File: config.mk
export PLATFORM = sky130hd
export DESIGN_NAME = chm_ctrl
export DESIGN_NICKNAME = d
export VERILOG_FILES = /design/src/hw/rtl/chm_pkg.sv /design/src/hw/rtl/chm_ctrl.sv
export SDC_FILE = /design/constraint.sdc
export NUM_CORES = 1
export LEC_CHECK = 0
export BUFFER_PORTS_ARGS = -buffer_cell sky130_fd_sc_hd__buf_2
export CAP_MARGIN = 10
export CORE_AREA = 2 2 39 41
export CTS_CLUSTER_DIAMETER = 80
export DETAILED_ROUTE_END_ITERATION = 10
export DIE_AREA = 0 0 41 43
export MAX_ROUTING_LAYER = met4
export PLACE_DENSITY = 0.34
export SLEW_MARGIN = 20
export SYNTH_ARGS = -nofsm -noshare
export SYNTH_HDL_FRONTEND = slang
export SYNTH_SLANG_ARGS = --single-unit
File: constraint.sdc
create_clock -name clk -period 1.6 [get_ports clk]
set_input_delay 0.16 -clock clk [delete_from_list [all_inputs] [get_ports clk]]
set_output_delay 0.16 -clock clk [all_outputs]
set_load 0.02 [all_outputs]
File: src/hw/rtl/chm_pkg.sv
package chm_pkg;

	typedef enum logic [1:0] {
		ACT_LOOKUP = 2'd0,
		ACT_INSERT = 2'd1,
		ACT_REMOVE = 2'd2,
		ACT_SPARE  = 2'd3
	} action_t;

	typedef enum logic [1:0] {
		ST_OK      = 2'd0,
		ST_ABSENT  = 2'd1,
		ST_PRESENT = 2'd2,
		ST_FULL    = 2'd3
	} status_t;

	typedef enum logic [2:0] {
		S_IDLE,
		S_HEAD,
		S_READ,
		S_CMP,
		S_DONE
	} state_t;

	// controller to datapath
	typedef struct packed {
		logic load;     // capture request, start head read
		logic head_rd;  // start chain walk from the captured bucket head
		logic rd;       // read current entry
		logic step;     // advance to next link
		logic finish;   // commit and present result
	} chm_cmd_t;

	// datapath to controller
	typedef struct packed {
		logic cur_valid;
		logic key_match;
		logic steps_done;
	} chm_sts_t;

endpackage

File: src/hw/rtl/chm_ctrl.sv
module chm_ctrl (
	input  logic              clk,
	input  logic              arst_n,
	input  logic              start,
	output logic              busy,
	input  chm_pkg::chm_sts_t sts,
	output chm_pkg::chm_cmd_t cmd
);

	chm_pkg::state_t state_q, state_d;

	always_ff @(posedge clk or negedge arst_n) begin
		if (!arst_n) begin
			state_q <= chm_pkg::S_IDLE;
		end else begin
			state_q <= state_d;
		end
	end

	always_comb begin
		state_d = state_q;
		cmd = '0;
		busy = 1'b1;
		unique case (state_q)
			chm_pkg::S_IDLE: begin
				busy = 1'b0;
				if (start) begin
					cmd.load = 1'b1;
					state_d = chm_pkg::S_HEAD;
				end
			end
			chm_pkg::S_HEAD: begin
				cmd.head_rd = 1'b1;
				state_d = chm_pkg::S_READ;
			end
			chm_pkg::S_READ: begin
				if (sts.cur_valid && !sts.steps_done) begin
					cmd.rd = 1'b1;
					state_d = chm_pkg::S_CMP;
				end else begin
					state_d = chm_pkg::S_DONE;
				end
			end
			chm_pkg::S_CMP: begin
				if (sts.key_match) begin
					state_d = chm_pkg::S_DONE;
				end else begin
					cmd.step = 1'b1;
					state_d = chm_pkg::S_READ;
				end
			end
			chm_pkg::S_DONE: begin
				cmd.finish = 1'b1;
				state_d = chm_pkg::S_IDLE;
			end
			default: state_d = chm_pkg::S_IDLE;
		endcase
	end

	assert property (@(posedge clk) disable iff (!arst_n)
		(state_q == chm_pkg::S_IDLE && start) |=> busy)
		else $error("request not taken");
	assert property (@(posedge clk) disable iff (!arst_n)
		cmd.finish |=> !busy)
		else $error("not idle after finish");
	assert property (@(posedge clk) disable iff (!arst_n)
		$onehot0({cmd.load, cmd.head_rd, cmd.rd, cmd.step, cmd.finish}))
		else $error("commands overlap");

endmodule

# ---- Word level (Yosys, flattened, before mapping)
# Index checks and enable logic that the tools add are counted.
dict set report op_classes {
  n_addsub 0
  n_mul 0
  div 0
  order_cmp 0
  eq_ne 5
  shifts 0
  muxes 13
  bitwise 0
  n_reduce_logical 3
}
# cell count
set ops {}
lappend ops {{$pmux 3 s4} 1}
lappend ops {{$mux 1} 9}
lappend ops {{$mux 3} 3}
lappend ops {{$eq 3x2->1 const B} 2}
lappend ops {{$eq 3x1->1 const B} 1}
lappend ops {{$eq 3x3->1 const B} 1}
lappend ops {{$logic_not 3->1} 1}
lappend ops {{$ne 2x2->1 const B} 1}
lappend ops {{$logic_and 1x1->1} 1}
lappend ops {{$logic_not 1->1} 1}
dict set report word_totals {
  regBits 3
  latchBits 0
  ram_bits 0
  mem_bits_ro 0
  wordCells 22
  n_memories 0
}

# ---- Logic depth before layout (Yosys ltp)
dict set report logic_depth {
  ltp_word 4
  depth_mapped 3
}

# ---- Worst setup path before layout
# No wires, ideal clock.
dict set report synth_timing {
  path_kind {register to output}
  from {register state_q[1]}
  to {output port cmd[4] (netlist bit)}
  arrival_time_ps 1046
  required_time_ps 1440
  setup_slack_ps 394
  path_stages_with_launch 3
  cell_sequence {dfrtp_1 > nand2b_1 > nor3_1}
}
# element line_no
set synth_rtl {}
lappend synth_rtl {{start: declaration} chm_ctrl.sv:10} ;# chm_pkg::state_t state_q, state_d;
lappend synth_rtl {{start signal: assignment} chm_ctrl.sv:14} ;# state_q <= chm_pkg::S_IDLE;
lappend synth_rtl {{start signal: assignment} chm_ctrl.sv:16} ;# state_q <= state_d;
lappend synth_rtl {{end: declaration} chm_ctrl.sv:7} ;# output chm_pkg::chm_cmd_t cmd

==> flow_metrics.tcl <==
set metrics [dict create \
    num_rows 14 \
    power.density_nw_per_um2 1830 \
    final_hold_viol_count 0 \
    fin_area_sq_um 305 \
    yosysWarnings 0 \
    core_area_sq_um 1380 \
    cts_resized 0 \
    antenna_found_initial 0 \
    p_clk_share_pct 23.5 \
    first_iter_violations 1 \
    critPathArrivalTime_ns 1.27 \
    path_delay_family "flip-flops" \
    post-route-util_pct 22.1 \
    synth_ff_type "dfrtp_1" \
    syn_avg_cell_area_sq_um 10.8 \
    antenna_cells_inserted 0 \
    pre_cts_ws_ns 0.417 \
    fin_crit_sh_pct 89.6 \
    yosys.area.top_type_share_pct 34.7 \
    outcome "finished clean" \
    regArea_sq_um 75.1 \
    combinationalPowerShare_pct 44.2 \
    cts_num_sinks 3 \
    post-cts-setup-buffers 0 \
    start_kind "flip-flop" \
    fin_worst_skew_ns 0.00175 \
    slew_viol_final 0 \
    syn2layout_area_growth_pct 41.0 \
    setup.worst_path.class "reg2out" \
    hold_ws_ns 0.243 \
    cts.clk_slew.worst_paths_ns 0.04 \
    syn-cell-area_sq_um 216 \
    irDropWorstVdd_mv 0.375 \
    synth_area_leaders "dfrtp_1 (35%), buf_6 (10%), nor3_1 (6.9%), nor3b_1 (6.9%), nor4b_2 (6.9%)" \
    fin_nets 41 \
    grt_first_pass_wirelength_microns 710 \
    drc 0 \
    critPathBufInv 1 \
    hold_path_class "in2reg" \
    synth_seq_cells 3 \
    track_usage_pct 6.28 \
    start_util_pct 15.6 \
    cts-htree-levels 1 \
    grt_pass1_vias 183 \
    syn_inst 20 \
    grt_max_degree 10 \
    cp_max_fo 9 \
    dieArea_sq_um 1760 \
    synth_fp_nets 26 \
    cpPeakStageDelay_ns 0.50 \
    cp_slowest_cell "dfrtp_1" \
    crit_chain "nor2b_4, and3b_2, buf_2" \
    timing.fmax_ghz 0.697 \
    drt-total-wl_microns 463 \
    min_period_ns 1.43 \
    power_leakage_nw 0.148 \
    die_y_microns 43 \
    clock_latency_ns 0.23 \
    ctsRootBufferMaster "clkbuf_4" \
    top_register "state_q" \
    num_vias 207 \
    drv_cap 0 \
    final_antenna_net_count 0 \
    ys_seq_area_share_pct 34.7 \
    cts_tree "yes" \
    drt_first_pass_iters 2 \
    cts_buffer_depth 2 \
    pin_count 12 \
    largest_reg_flops 3 \
    post_dp_cell_area_sq_um 269 \
    relSlewSlack_pct 79.8 \
    worst_pin_slew_ns 0.304 \
    rsz0062_at_grt "no" \
    netlist-cell-type-count 14 \
    p_seq_share_pct 32.3 \
    fin_ws_ns 0.166 \
    fillers 160 \
    cts_hold_buf 1 \
    async_reset_ff_share_pct 100 \
    layout-drive-gt1-share_pct 55.9 \
    crit_required_ns 1.44 \
    die-width_microns 41 \
    synth_edf_count 0 \
    cts_buffers 3 \
    swShare_pct 43.1 \
    finalSetupTns_ns 0 \
    end_kind "output port" \
    p_int_uw 319 \
    routedWlPerCell_microns 9.26 \
    ys_top_cells_by_count "dfrtp_1 (3), nor3_1 (3), buf_6 (2), nor3b_1 (2)" \
    top_regs "state_q (3)" \
    grt_overflow 0 \
    port_buffers 11 \
    switching_power_uw 241 \
    multi_input_area_sq_um 115 \
    routed_via_density 4.14 \
    final-setup-viol-count 0 \
    yosysTopAreaCell "dfrtp_1" \
    finalWeightedCongestion 0.681 \
]
## power by group through the flow
| stage | clock (mW) | sequential (mW) | combinational (mW) |
|---|---|---|---|
| 4_1_cts | 0.139 | 0.180 | 0.251 |
| 2_1_floorplan | 0 | 0.129 | 0.262 |
| 6_report | 0.131 | 0.181 | 0.248 |
| 5_1_grt | 0.144 | 0.192 | 0.275 |
| 3_3_place_gp | 0 | 0.182 | 0.252 |
| 3_5_place_dp | 0 | 0.181 | 0.248 |
## cells in the final DEF, fill, tap and decap left out
| cell type | Yosys | layout |
|---|---|---|
| a21oi_1 | 1 | 1 |
| nor3b_1 | 2 | 2 |
| nand3b_1 | 1 | 1 |
| and3b_2 | 1 | 1 |
| a31o_2 | 1 | 1 |
| inv_1 | 1 | 1 |
| clkbuf_4 | 0 | 3 |
| nor4b_2 | 1 | 1 |
| or3_1 | 1 | 1 |
| nor2b_4 | 1 | 1 |
| dfrtp_1 | 3 | 3 |
| a211oi_2 | 1 | 1 |
| dlygate4sd3_1 | 0 | 1 |
| buf_2 | 0 | 11 |
| nor3_1 | 3 | 3 |
| clkbuf_1 | 0 | 1 |
| nand2b_1 | 1 | 1 |
## layer usage
layer  share of wire (%)  global-route usage [%]  up-vias
li1                    -                       -      102
met1                  46                    7.10       98
met2                  48                    8.44        7
met3                 5.0                    1.57        0
met4                   0                    6.00        0
met5                   0                       -        -
## worst paths after layout
path / from / to / slack [ns] / cells past startpoint
worst max register to register: state_q[0] / state_q[2] / 0.61 / 2
worst min-delay path: start / state_q[0] / 0.24 / 3
worst min register to register: state_q[0] / state_q[0] / 0.60 / 1
min in group asynchronous: arst_n / state_q[1] / 0.25 / 2
max in group asynchronous: arst_n / state_q[2] / 1.24 / 2
worst max-delay path: state_q[0] / cmd[1] / 0.17 / 3
## tightest hold or removal path: stages
cell      delay (ns)
buf_2           0.10
nand2b_1        0.10
a211oi_2        0.07
## layout make-up
cell class / instances / area share [%]
Timing Repair Buffer: 12 / 21.3
Clock buffer: 4 / 8.61
Tap cell: 16 / 6.56
Sequential cell: 3 / 24.6
Inverter: 1 / 1.23
Multi-Input combinational cell: 14 / 37.7
## cell families after synthesis
group	after synthesis	share of synthesized area, %
AOI/OAI and AO/OA	3	12.1
buffers and inverters	3	12.1
and+or+nand+nor	11	41.0
DFF	3	34.7
## per-stage QoR
step | instances | power [mW]
floorplan | 20 | 0.390
global placement | 45 | 0.434
detailed placement | 45 | 0.429
CTS | 50 | 0.570
global route | 50 | 0.611
finish | 50 | 0.560
Note: power is estimated with default switching activity, not from simulation.
